--- src/rtl/core/dwbm_pkg.sv ---
// ----------------------------------------------------------------------------
// dwbm_pkg
// shared types and constants for the dual window bank mapper
// ----------------------------------------------------------------------------
package dwbm_pkg;

  typedef enum logic [2:0] {
    KIND_NONE      = 3'd0,
    KIND_ROM_READ  = 3'd1,
    KIND_RAM_READ  = 3'd2,
    KIND_RAM_WRITE = 3'd3,
    KIND_ZERO      = 3'd4,
    KIND_UNMAPPED  = 3'd5
  } kind_t;

  // flash control bit positions
  localparam int unsigned FL_SELECT = 0;
  localparam int unsigned FL_ENABLE = 1;
  localparam int unsigned FL_TYPE0  = 2;
  localparam int unsigned FL_TYPE1  = 3;

  localparam logic [3:0] RAM_EN_KEY     = 4'hA;
  localparam logic [7:0] FLASH_TYPE_KEY = 8'h08;

  // register file index of cart_has_ram
  localparam logic [1:0] CFG_IDX_CART_HAS_RAM = 2'd0;

  typedef struct packed {
    logic       ram_enabled;
    logic [2:0] ram_bank_low;
    logic [2:0] ram_bank_high;
    logic [6:0] rom_page_low;
    logic [6:0] rom_page_high;
    logic [3:0] flash_bits;
  } bank_state_t;

  typedef struct packed {
    logic       req_type;
    logic [15:0] address;
    logic [7:0] write_value;
  } bus_req_t;

  typedef struct packed {
    kind_t       access_kind;
    logic [19:0] mem_address;
    logic [7:0]  mem_write_data;
    logic [3:0]  flash_status;
  } mem_op_t;

endpackage

--- src/rtl/core/dwbm_decode.sv ---
// ----------------------------------------------------------------------------
// dwbm_decode
// address decode, bank register update and physical address forming
// ----------------------------------------------------------------------------
module dwbm_decode (
  input  dwbm_pkg::bus_req_t    req,
  input  logic                  cart_has_ram,
  input  dwbm_pkg::bank_state_t st,
  output dwbm_pkg::bank_state_t st_nxt,
  output dwbm_pkg::mem_op_t     op
);

  logic       is_wr;
  logic       ram_win;
  logic       rom_win;
  logic       reg_win;
  logic [2:0] ram_bank;
  logic [6:0] rom_page;
  logic       flash_hit;

  assign is_wr   = req.req_type;
  assign ram_win = (req.address[15:13] == 3'b101);
  assign rom_win = (req.address[15:14] == 2'b01);
  assign reg_win = (req.address[15:14] == 2'b00);

  assign ram_bank = req.address[12] ? st.ram_bank_high : st.ram_bank_low;
  assign rom_page = req.address[13] ? st.rom_page_high : st.rom_page_low;

  // window 0 needs select and type0, window 1 needs enable and type1
  assign flash_hit = req.address[13] ?
                     (st.flash_bits[dwbm_pkg::FL_ENABLE] & st.flash_bits[dwbm_pkg::FL_TYPE1]) :
                     (st.flash_bits[dwbm_pkg::FL_SELECT] & st.flash_bits[dwbm_pkg::FL_TYPE0]);

  always_comb begin
    st_nxt            = st;
    op.access_kind    = dwbm_pkg::KIND_NONE;
    op.mem_address    = 20'd0;
    op.mem_write_data = 8'd0;
    if (ram_win) begin
      if (!st.ram_enabled) begin
        op.access_kind = is_wr ? dwbm_pkg::KIND_NONE : dwbm_pkg::KIND_ZERO;
      end else begin
        op.mem_address = {5'd0, ram_bank, req.address[11:0]};
        if (is_wr) begin
          op.access_kind    = dwbm_pkg::KIND_RAM_WRITE;
          op.mem_write_data = req.write_value;
        end else begin
          op.access_kind = dwbm_pkg::KIND_RAM_READ;
        end
      end
    end else if (is_wr) begin
      if (reg_win) begin
        case (req.address[13:10]) inside
          4'd0: begin
            if (req.write_value[3:0] == dwbm_pkg::RAM_EN_KEY) begin
              if (cart_has_ram) begin
                st_nxt.ram_enabled = 1'b1;
              end
            end else begin
              st_nxt.ram_enabled = 1'b0;
            end
          end
          4'd1: st_nxt.ram_bank_low  = req.write_value[2:0];
          4'd2: st_nxt.ram_bank_high = req.write_value[2:0];
          4'd3: st_nxt.flash_bits[dwbm_pkg::FL_SELECT] = req.write_value[0];
          [4'd4:4'd7]: st_nxt.flash_bits[dwbm_pkg::FL_ENABLE] = req.write_value[0];
          [4'd8:4'd9]: st_nxt.rom_page_low = req.write_value[6:0];
          [4'd10:4'd11]: st_nxt.flash_bits[dwbm_pkg::FL_TYPE0] =
                           (req.write_value == dwbm_pkg::FLASH_TYPE_KEY);
          [4'd12:4'd13]: st_nxt.rom_page_high = req.write_value[6:0];
          default: st_nxt.flash_bits[dwbm_pkg::FL_TYPE1] =
                     (req.write_value == dwbm_pkg::FLASH_TYPE_KEY);
        endcase
      end
    end else if (rom_win) begin
      if (flash_hit) begin
        op.access_kind = dwbm_pkg::KIND_ZERO;
      end else begin
        op.access_kind = dwbm_pkg::KIND_ROM_READ;
        op.mem_address = {rom_page, req.address[12:0]};
      end
    end else begin
      op.access_kind = dwbm_pkg::KIND_UNMAPPED;
    end
    op.flash_status = st_nxt.flash_bits;
  end

endmodule

--- src/rtl/core/dual_window_bank_mapper.sv ---
// ----------------------------------------------------------------------------
// dual_window_bank_mapper
// cartridge bank controller: bus access in, physical memory operation out
// ----------------------------------------------------------------------------
// One bus access word in gives one memory operation word out through the
// result register. A new access is taken every cycle: decode and bank
// arithmetic sit in a single layer of logic ahead of the result register,
// and a one-entry skid register behind it keeps in_tready registered, so
// in_tready only drops after the result side has stalled with both entries
// full. Register writes below 0x4000 take effect for the very next access.
module dual_window_bank_mapper (
  input  logic        clk,
  input  logic        rst_n,
  input  logic        in_tvalid,
  output logic        in_tready,
  input  logic [23:0] in_tdata,   // address[15:0], write_value[23:16]
  input  logic        in_tuser,   // req_type
  output logic        out_tvalid,
  input  logic        out_tready,
  output logic [31:0] out_tdata,  // mem_address[19:0], mem_write_data[27:20],
                                  // flash_status[31:28]
  output logic [2:0]  out_tuser,  // access_kind
  input  logic        cfg_psel,
  input  logic        cfg_penable,
  input  logic        cfg_pwrite,
  input  logic [1:0]  cfg_paddr,
  input  logic [31:0] cfg_pwdata,
  output logic [31:0] cfg_prdata,
  output logic        cfg_pready
);

  logic                  cart_has_ram_r;
  logic                  cart_has_ram_nxt;
  dwbm_pkg::bank_state_t st_r;
  dwbm_pkg::bank_state_t st_nxt;
  dwbm_pkg::bank_state_t dec_st;
  dwbm_pkg::bus_req_t    req;
  dwbm_pkg::mem_op_t     dec_op;
  dwbm_pkg::mem_op_t     out_r;
  dwbm_pkg::mem_op_t     out_nxt;
  dwbm_pkg::mem_op_t     skid_r;
  dwbm_pkg::mem_op_t     skid_nxt;
  logic                  out_valid_r;
  logic                  out_valid_nxt;
  logic                  skid_valid_r;
  logic                  skid_valid_nxt;
  logic                  in_acc;
  logic                  cfg_wr;

  // configuration port
  assign cfg_pready = 1'b1;
  assign cfg_wr     = cfg_psel & cfg_penable & cfg_pwrite;
  assign cfg_prdata = (cfg_paddr == dwbm_pkg::CFG_IDX_CART_HAS_RAM) ?
                      {31'd0, cart_has_ram_r} : 32'd0;

  always_comb begin
    cart_has_ram_nxt = cart_has_ram_r;
    if (cfg_wr && cfg_paddr == dwbm_pkg::CFG_IDX_CART_HAS_RAM) begin
      cart_has_ram_nxt = cfg_pwdata[0];
    end
  end

  // decode
  assign req.req_type    = in_tuser;
  assign req.address     = in_tdata[15:0];
  assign req.write_value = in_tdata[23:16];

  dwbm_decode u_decode (
    .req          (req),
    .cart_has_ram (cart_has_ram_r),
    .st           (st_r),
    .st_nxt       (dec_st),
    .op           (dec_op)
  );

  assign in_tready = ~skid_valid_r;
  assign in_acc    = in_tvalid & in_tready;
  assign st_nxt    = in_acc ? dec_st : st_r;

  // result register with skid entry
  always_comb begin
    out_nxt        = out_r;
    out_valid_nxt  = out_valid_r;
    skid_nxt       = skid_r;
    skid_valid_nxt = skid_valid_r;
    if (!out_valid_r || out_tready) begin
      if (skid_valid_r) begin
        out_nxt        = skid_r;
        out_valid_nxt  = 1'b1;
        skid_valid_nxt = 1'b0;
      end else begin
        out_nxt       = dec_op;
        out_valid_nxt = in_acc;
      end
    end else if (in_acc) begin
      skid_nxt       = dec_op;
      skid_valid_nxt = 1'b1;
    end
  end

  always_ff @(posedge clk) begin
    if (!rst_n) begin
      cart_has_ram_r <= 1'b0;
      st_r           <= '0;
      out_valid_r    <= 1'b0;
      skid_valid_r   <= 1'b0;
    end else begin
      cart_has_ram_r <= cart_has_ram_nxt;
      st_r           <= st_nxt;
      out_valid_r    <= out_valid_nxt;
      skid_valid_r   <= skid_valid_nxt;
    end
  end

  always_ff @(posedge clk) begin
    out_r  <= out_nxt;
    skid_r <= skid_nxt;
  end

  assign out_tvalid = out_valid_r;
  assign out_tuser  = out_r.access_kind;
  assign out_tdata  = {out_r.flash_status, out_r.mem_write_data, out_r.mem_address};

endmodule

--- config.mk ---
export PLATFORM = sky130hd
export DESIGN_NAME = dual_window_bank_mapper
export DESIGN_NICKNAME = d
export VERILOG_FILES = /design/src/rtl/core/dwbm_pkg.sv /design/src/rtl/core/dwbm_decode.sv /design/src/rtl/core/dual_window_bank_mapper.sv
export SDC_FILE = /design/constraint.sdc
export NUM_CORES = 1
export LEC_CHECK = 0
export ABC_AREA = 1
export BUFFER_PORTS_ARGS = -buffer_cell sky130_fd_sc_hd__buf_2
export CORE_ASPECT_RATIO = 0.6
export CORE_MARGIN = 3
export CORE_UTILIZATION = 47
export DETAILED_ROUTE_END_ITERATION = 8
export HOLD_SLACK_MARGIN = 0.05
export PLACE_DENSITY = 0.78
export SLEW_MARGIN = 20
export SYNTH_ARGS = -nofsm -noshare
export SYNTH_HDL_FRONTEND = slang
export SYNTH_SLANG_ARGS = --single-unit
--- constraint.sdc ---
create_clock -name clk -period 3 [get_ports clk]
set_input_delay 0.15 -clock clk [delete_from_list [all_inputs] [get_ports clk]]
set_output_delay 0.15 -clock clk [all_outputs]
set_load 0.03 [all_outputs]
==> results of run 1 <==
-- through the flow --
stage	power (mW)	setup slack, ps	utilization
after CTS	2.96	1240	0.559
after detailed placement	1.87	1200	0.527
final	2.94	1290	0.559
after global routing	3.05	1160	0.559
after floorplan	1.81	416	-
after global placement	1.86	1270	0.527
-- flip-flops by register name (all words and copies together), names as in the netlist --
name / flops
skid_valid_r: 1
skid_r: 35
out_tvalid: 1
st_r: 25
out_tdata: 32
out_tuser: 3
cart_has_ram_r: 1
-- cells by family (layout without fill, tap and decap cells) --
logic type / count (synthesis) / in the layout
buf+inv: 101 / 147
flops: 98 / 98
other cells: 2 / 32
simple gates: 226 / 226
compound gates: 63 / 63
-- power by group --
group          internal, mW  leakage (nW)  total (mW)  switching (mW)
Sequential             1.50         0.958        1.51          0.0144
Clock                 0.578         0.138        1.10           0.524
Combinational        0.0728          1.35       0.326           0.253
-- worst max-delay path: stages (launching register included) --
cell	delay, ps
dfxtp_1	320
inv_2	60
nand2_2	140
nor2_4	800
-- layout by cell type (no fill, tap or decap), types with 2 or more instances in the layout --
cell and count:
inv_6 2, dfxtp_1 28, buf_4 3, o21ai_2 2, nand2_4 3, clkbuf_16 9, nand3_1 24, nand3_4 2
o21ai_0 31, a21oi_1 22, inv_8 2, nor2_4 3, nand2_1 113, inv_1 49, inv_2 6, nor2_2 10
edfxtp_1 70, nor2_8 2, o21ai_1 5, conb_1 32, buf_2 72, nand2_2 4, nor2_1 59
-- area by class of cell --
cell class | count | area, um^2
Clock buffer | 9 | 225
Clock inverter | 7 | 60.1
Sequential cell | 98 | 2660
Tap cell | 130 | 163
Timing Repair Buffer | 76 | 393
Multi-Input combinational cell | 321 | 1500
Fill cell | 821 | 4110
Inverter | 55 | 206
-- worst paths after layout --
kind | start | end | slack, ps | cells past startpoint
worst max-delay path | skid_valid_r | skid_r[28] | 1290 | 3
worst min-delay path | in_tdata[7] | out_tdata[7] | 110 | 3
worst max register to register | skid_valid_r | skid_r[28] | 1290 | 3
worst min register to register | st_r[16] | st_r[16] | 460 | 2
-- routing by layer --
layer  GRT usage  vias to the layer above  part of all wire
met3      0.0515                        9             0.079
met2       0.248                      125              0.44
met4      0.0565                        0            0.0091
li1            -                     1668                 -
met1       0.232                     1477              0.47
met5           0                        -                 0
==> flow_summary.json, run 1 <==
{
  "die-area_mm2": 0.0110,
  "synth.top_cell.area_share": 0.459,
  "vdd_drop_max_v": 0.000291,
  "period_share": 0.570,
  "yosysWarnings": 0,
  "cts_inserted_buffers": 9,
  "antenna_found_initial": 0,
  "synth-simple-area-share": 0.228,
  "status": "finished, final reports clean",
  "synthTopCellsByCount": "113 x nand2_1, 70 x edfxtp_1, 60 x nor2_1",
  "grt_usage": 0.166,
  "arrival_ps": 1680,
  "vias": 3279,
  "synth_area_leaders": "edfxtp_1 46%, dfxtp_1 12%, nand2_1 9.3%",
  "n_antenna_cell": 0,
  "die_w_um": 133,
  "drt_iter0_markers": 324,
  "std_cell_rows": 27,
  "syn_area_mm2": 0.00458,
  "clkLatencyLatePin_ps": 350,
  "viasPerCell": 4.71,
  "stdcell_count": 696,
  "grt_overflow_total": 0,
  "drc_errors": 0,
  "hold_buffers": 1,
  "worst_pin_slew_ps": 984,
  "clock_path_buffers": 2,
  "hold_ws_ps": 113,
  "synthXorXnorAreaFrac": 0,
  "leakage_nw": 2.44,
  "clk_pin_slew_worst_paths_ps": 70,
  "crit_path_end_kind": "flop",
  "finalSetupViolations": 0,
  "syn_inst": 490,
  "grt_pass1_wl_um": 14100,
  "cts_tree": "yes",
  "synthArstFlopShare": 0,
  "worstPathRequired_ps": 2970,
  "synth_most_common_cell": "nand2_1",
  "yosys.area.top_type": "edfxtp_1",
  "gp_congestion": 0.884,
  "wire_per_inst_um": 13.0,
  "synthToLayoutAreaGrowth_pct": 13.9,
  "layout-drive-gt1-share": 0.221,
  "synth_fa_ha_area_frac": 0,
  "post-place-cells": 679,
  "antenna_left": 0,
  "ys_ff_latch": 98,
  "rsz0062_at_grt": "no",
  "setup_tns_ps": 0,
  "yosysUniqueCellTypes": 32,
  "crit_type": "flop to flop",
  "root_buffer": "clkbuf_16",
  "start_util": 0.491,
  "relSlewSlack": 0.343,
  "synth_top_family_by_area": "simple AND/OR/NAND/NOR gates",
  "htreeDepth": 3,
  "cts_setup_buffers": 0,
  "period_minus_slack_ps": 1710,
  "die_h_um": 82.4,
  "skew_ps": 8.35,
  "nNetsFinal": 627,
  "grt_pass1_vias": 2911,
  "cts.sinks": 98,
  "dr.pass1.iters": 6,
  "synth_compound_area_frac": 0.0725,
  "p_per_area_mw_per_mm2": 564,
  "ctsResizeCount": 0,
  "grt_max_degree": 40,
  "fmax_ghz": 0.585,
  "numPortBuffers": 72,
  "synth-main-ff-cell": "edfxtp_1",
  "wl_um": 9030,
  "synth_edf_count": 70,
  "cap_viol_max_count": 0,
  "hold_viol": 0,
  "dpl_cell_area_mm2": 0.00492,
  "io_pins": 136,
  "cp-start-kind": "flop",
  "design_area_mm2": 0.00521,
  "path_max_fanout": 35,
  "core_mm2": 0.00932,
  "seq_area_frac_synth": 0.582,
  "slew_violations": 0,
  "synth_mux_area_frac": 0,
  "avgSynthCellArea_um2": 9.34,
  "hold_path.class": "primary input to flop",
  "hpwl_um": 6320
}
Power figures use the tool's default switching activity.
==> run 2: changes to the inputs <==
--- a/config.mk
+++ b/config.mk
@@ -9,10 +9,10 @@
 export BUFFER_PORTS_ARGS = -buffer_cell sky130_fd_sc_hd__buf_2
 export CORE_ASPECT_RATIO = 0.6
 export CORE_MARGIN = 3
-export CORE_UTILIZATION = 47
+export CORE_UTILIZATION = 52
 export DETAILED_ROUTE_END_ITERATION = 8
 export HOLD_SLACK_MARGIN = 0.05
-export PLACE_DENSITY = 0.78
+export PLACE_DENSITY = 0.81
 export SLEW_MARGIN = 20
 export SYNTH_ARGS = -nofsm -noshare
 export SYNTH_HDL_FRONTEND = slang
==> constraint.sdc (replaced) <==
create_clock -name clk -period 1.7 [get_ports clk]
set_input_delay 0.085 -clock clk [delete_from_list [all_inputs] [get_ports clk]]
set_output_delay 0.085 -clock clk [all_outputs]
set_load 0.03 [all_outputs]
==> flow_summary.json, run 2 (synthesis gave the netlist of run 1 again) <==
{
  "grt_max_degree": 40,
  "p_sw_mw": 1.34,
  "stdcell_count": 681,
  "numPortBuffers": 72,
  "p_per_area_mw_per_mm2": 1020,
  "arrival_ps": 1630,
  "grtUsageMet1": 0.275,
  "cp_top_family": "simple AND/OR/NAND/NOR gates",
  "die_h_um": 78.7,
  "core_mm2": 0.00820,
  "n_antenna_cell": 0,
  "cap_viol_max_count": 0,
  "synthToLayoutAreaGrowth_pct": 16.0,
  "pwr-share-seq": 0.493,
  "cpMaxStageDelayCell": "dfxtp_1",
  "largest_register_ffs": 35,
  "clkPwrFrac": 0.396,
  "hold_ws_ps": 62.0,
  "grt_overflow_total": 0,
  "skew_ps": 7.83,
  "gp_congestion": 0.857,
  "vdd_drop_max_v": 0.000519,
  "wl_um": 9660,
  "crit_path_end_kind": "flop",
  "vias": 3433,
  "leakage_nw": 2.49,
  "use_met3": 0.0510,
  "hpwl_um": 6840,
  "antenna_left": 0,
  "layout_commonest_cell": "nand2_1",
  "start_util": 0.558,
  "setup_tns_ps": 0,
  "cp-start-kind": "flop",
  "antenna_found_initial": 0,
  "cp_slowest_stage_delay_ps": 350,
  "period_share": 0.903,
  "mostFrequentLayoutCells": "113 x nand2_1, 72 x buf_2, 70 x edfxtp_1",
  "io_pins": 136,
  "ctsResizeCount": 0,
  "clk_pin_slew_worst_paths_ps": 70,
  "regMostFlops": "skid_r",
  "worstPathRequired_ps": 1790,
  "drt_iter0_markers": 331,
  "path_cells": "nand3_1, nand2_1, nor2_4, nand2_4, nand2_4, inv_2, nor2_1",
  "die-area_mm2": 0.0100,
  "hold_viol": 0,
  "switching_share": 0.248,
  "slew_violations": 0,
  "cts_tree": "yes",
  "path_max_fanout": 12,
  "worstHoldStart": "in_tdata[0]",
  "status": "finished, final reports clean",
  "finalSetupViolations": 0,
  "wire_per_inst_um": 14.2,
  "crit_type": "flop to flop",
  "clock_path_buffers": 2,
  "cts.sinks": 98,
  "period_minus_slack_ps": 1530,
  "use_met2": 0.318,
  "rsz0062_at_grt": "no",
  "path_common_cell": "nand2_4",
  "final_util": 0.648,
  "grt_pass1_wl_um": 15700,
  "critPathLaunch": "st_r[0]",
  "grt_pass1_vias": 3218,
  "nNetsFinal": 635,
  "hold_path.class": "primary input to flop",
  "post-place-ws_ps": 143,
  "drc_errors": 0,
  "clkLatencyLatePin_ps": 350,
  "grt_usage": 0.202,
  "post-place-cells": 662,
  "htreeDepth": 3,
  "dr.pass1.iters": 5,
  "layout-drive-gt1-share": 0.232,
  "root_buffer": "clkbuf_16",
  "r2r_slack_ps": 170,
  "std_cell_rows": 25,
  "internal_power_mw": 4.07,
  "die_w_um": 127,
  "cts_inserted_buffers": 9,
  "r2r_start": "st_r[0]",
  "fmax_ghz": 0.652,
  "busiest_layer": "met2",
  "crit_buf_inv": 1,
  "viasPerCell": 5.04,
  "pwr-share-comb": 0.111,
  "setup_ws_ps": 165
}
-- run 2: area by class of cell --
type                    count  area, um^2
clock buffers               9         225
clock inverters             6        88.8
fillers                   666        2890
inverters                  55         210
multi-input cells         321        1510
flip-flops and latches     98        2670
well taps                 108         135
repair buffers             84         473
-- run 2: power by group through the flow --
stage,sequential [mW],clock (mW),combinational [mW]
2_1_floorplan,2.86,0,0.337
3_3_place_gp,2.72,0,0.580
3_5_place_dp,2.72,0,0.591
4_1_cts,2.67,2.17,0.601
5_1_grt,2.68,2.27,0.649
6_report,2.67,2.14,0.603
-- run 2: worst paths after layout --
check | to | depth (start not counted)
min | out_tdata[0] | 3
max | skid_r[13] | 7
max reg2reg | skid_r[13] | 7
min reg2reg | st_r[14] | 2
-- run 2: repair_timing --
action | CTS | global route
hold buffers | 4 | 0
endpoints found under the hold margin | 5 | 0
setup buffers | 0 | 0
-- run 2: metal layers --
metal  vias to the layer above  part of all wire
li1                       1674                 -
met1                      1566              0.43
met2                       175              0.45
met3                        18             0.099
met4                         0             0.018
met5                         -                 0
-- run 2: worst reg2reg max path, stage by stage, from the launching register on --
cell	delay, ps
dfxtp_1	350
nand3_1	150
nand2_1	140
nor2_4	50
nand2_4	140
nand2_4	110
inv_2	280
nor2_1	70
-- run 2: through the flow --
step	total power [mW]	instance area, um^2
floorplan	3.19	4710
global placement	3.30	4950
detailed placement	3.32	4950
CTS	5.44	5310
global route	5.60	5310
finish	5.42	5310
==> run 3: changes to the inputs <==
--- a/config.mk
+++ b/config.mk
@@ -5,14 +5,13 @@
 export SDC_FILE = /design/constraint.sdc
 export NUM_CORES = 1
 export LEC_CHECK = 0
-export ABC_AREA = 1
-export BUFFER_PORTS_ARGS = -buffer_cell sky130_fd_sc_hd__buf_2
 export CORE_ASPECT_RATIO = 0.6
 export CORE_MARGIN = 3
-export CORE_UTILIZATION = 52
+export CORE_UTILIZATION = 60
 export DETAILED_ROUTE_END_ITERATION = 8
+export DONT_BUFFER_PORTS = 1
 export HOLD_SLACK_MARGIN = 0.05
-export PLACE_DENSITY = 0.81
+export PLACE_DENSITY_LB_ADDON = 0.15
 export SLEW_MARGIN = 20
 export SYNTH_ARGS = -nofsm -noshare
 export SYNTH_HDL_FRONTEND = slang
==> flow_summary.json, run 3 <==
{
  "status": "finished, final reports clean",
  "antenna_found_initial": 0,
  "cts_setup_buffers": 0,
  "htreeDepth": 3,
  "synth_most_common_cell": "edfxtp_1",
  "switching_share": 0.235,
  "layout_commonest_cell": "edfxtp_1",
  "crit_type": "primary input to flop",
  "core_mm2": 0.00688,
  "n_antenna_cell": 0,
  "worst_pin_slew_ps": 998,
  "post-place-ws_ps": 118,
  "cts_inserted_buffers": 9,
  "synth-main-ff-cell": "edfxtp_1",
  "use_met3": 0.0858,
  "die_w_um": 117,
  "n_fill_cell": 446,
  "p_sw_mw": 1.19,
  "hold_path.class": "primary input to flop",
  "cap_viol_max_count": 0,
  "setup_ws_ps": 88.3,
  "worstPathRequired_ps": 1790,
  "hpwl_um": 5810,
  "grt_overflow_total": 0,
  "numPortBuffers": 0,
  "syn_area_mm2": 0.00440,
  "cts.sinks": 98,
  "die_h_um": 72.3,
  "start_util": 0.639,
  "nNetsFinal": 455,
  "yosysUniqueCellTypes": 39,
  "viasPerCell": 5.86,
  "grt_pass1_wl_um": 14400,
  "synthTopCellsByCount": "70 x edfxtp_1, 32 x buf_4, 29 x nand2_1",
  "grt_pass1_vias": 2638,
  "wl_um": 9240,
  "slew_violations": 0,
  "use_met2": 0.339,
  "layout-drive-gt1-share": 0.129,
  "pwr-share-comb": 0.066,
  "vias": 2818,
  "design_area_mm2": 0.00499,
  "ys_ff_latch": 98,
  "setup_tns_ps": 0,
  "clock_path_buffers": 2,
  "fmax_ghz": 0.620,
  "path_max_fanout": 10,
  "syn_inst": 361,
  "synth_edf_count": 70,
  "mostFrequentLayoutCells": "70 x edfxtp_1, 32 x conb_1, 29 x nand2_1",
  "antenna_left": 0,
  "p_per_area_mw_per_mm2": 1010,
  "yosysWarnings": 0,
  "arrival_ps": 1700,
  "leakage_nw": 1.99,
  "grt_max_degree": 38,
  "skew_ps": 9.12,
  "std_cell_rows": 23,
  "period_minus_slack_ps": 1610,
  "wire_per_inst_um": 19.2,
  "die-area_mm2": 0.00842,
  "synth.top_cell.area_share": 0.478,
  "gp_congestion": 0.859,
  "vdd_drop_max_v": 0.000502,
  "pwr-share-seq": 0.546,
  "relSlewSlack": 0.335,
  "cp-start-kind": "primary input",
  "yosys.area.top_type": "edfxtp_1",
  "grt_usage": 0.232,
  "dr.pass1.iters": 5,
  "root_buffer": "clkbuf_16",
  "grtUsageMet1": 0.330,
  "finalSetupViolations": 0,
  "hold_viol": 0,
  "io_pins": 136,
  "synthToLayoutAreaGrowth_pct": 13.6,
  "largest_register_ffs": 35,
  "drt_iter0_markers": 271,
  "cts_tree": "yes",
  "synthArstFlopShare": 0,
  "rsz0062_at_grt": "no",
  "busiest_layer": "met2",
  "clkPwrFrac": 0.389,
  "synth_area_leaders": "edfxtp_1 48%, dfxtp_1 13%, buf_4 5.5%",
  "clk_pin_slew_worst_paths_ps": 60,
  "drc_errors": 0,
  "seq_area_frac_synth": 0.606,
  "period_share": 0.948,
  "crit_path_end_kind": "flop",
  "internal_power_mw": 3.86,
  "p_total_mw": 5.05,
  "regMostFlops": "skid_r",
  "clkLatencyLatePin_ps": 340,
  "dpl_cell_area_mm2": 0.00440,
  "avgSynthCellArea_um2": 12.2
}
[run 3: changes by cell type after synthesis, moves of 9 or more]
cell and change:
mux2_2 +18, mux2i_1 +20, a31o_1 +11, nand2_1 -84
and3_1 +10, nor2_2 -10, a21oi_1 -18, nor2_1 -46
o21ai_0 -30, o21ai_1 +9, inv_1 -47, and2_1 +23
[run 3: routing by layer]
metal / routed length [um] / share of wire
met1: 4160 / 0.45
met2: 4070 / 0.44
met3: 900 / 0.097
met4: 105 / 0.011
met5: 0 / 0
[run 3: critical path, cell delays in order]
cell and delay, ps:
dlygate4sd3_1 610, nor3b_2 270, nand3_1 110, mux2_1 350, mux2_2 270
[run 3: power groups by stage]
| stage | logic (mW) | clock network, mW | registers, mW |
|---|---|---|---|
| after floorplan | 0.282 | 0 | 2.80 |
| after global placement | 0.236 | 0 | 2.81 |
| after detailed placement | 0.240 | 0 | 2.81 |
| after CTS | 0.324 | 2.00 | 2.76 |
| after global routing | 0.355 | 2.10 | 2.76 |
| final | 0.331 | 1.96 | 2.76 |
[run 3: logic make-up after synthesis]
logic type / Yosys count / synth area share
buffers and inverters: 54 / 0.0763
AO/OA/AOI/OAI: 43 / 0.0655
other: 2 / 0.00171
AND/OR/NAND/NOR: 124 / 0.154
flip-flops: 98 / 0.606
multiplexers: 40 / 0.0968
[run 3: path summary, 6_finish.rpt]
kind                     start            end  slack [ps]  cells past startpoint
setup / recovery  in_tdata[12]  out_tdata[28]          90                      5
hold / removal    in_tdata[12]        st_r[3]          70                      4
setup reg to reg       st_r[0]   out_tdata[3]         170                      5
hold reg to reg       st_r[16]       st_r[16]         460                      2
[run 3: cell type report]
cell class                 count  area (um^2)  area share
clock inverter                 7         70.1      0.0140
timing repair buffer          38          373      0.0746
clock buffer                   9          225      0.0451
inverter                       3         11.3     0.00225
tap                           87          109      0.0218
sequential                    98         2670       0.534
multi-input combinational    239         1540       0.308
[run 3: stage by stage]
stage	cells	hold WS (ps)	util
after floorplan	391	229	-
after global placement	436	235	0.639
after detailed placement	436	242	0.639
after CTS	481	51.3	0.724
after global routing	481	67.0	0.726
final	481	70.6	0.726
[run 3: repair_timing]
| action | CTS | global route |
|---|---|---|
| gates resized for setup | 0 | 3 |
| hold endpoints to repair | 69 | 0 |
| hold buffers | 29 | 0 |
| endpoints found under the setup margin | 0 | 28 |
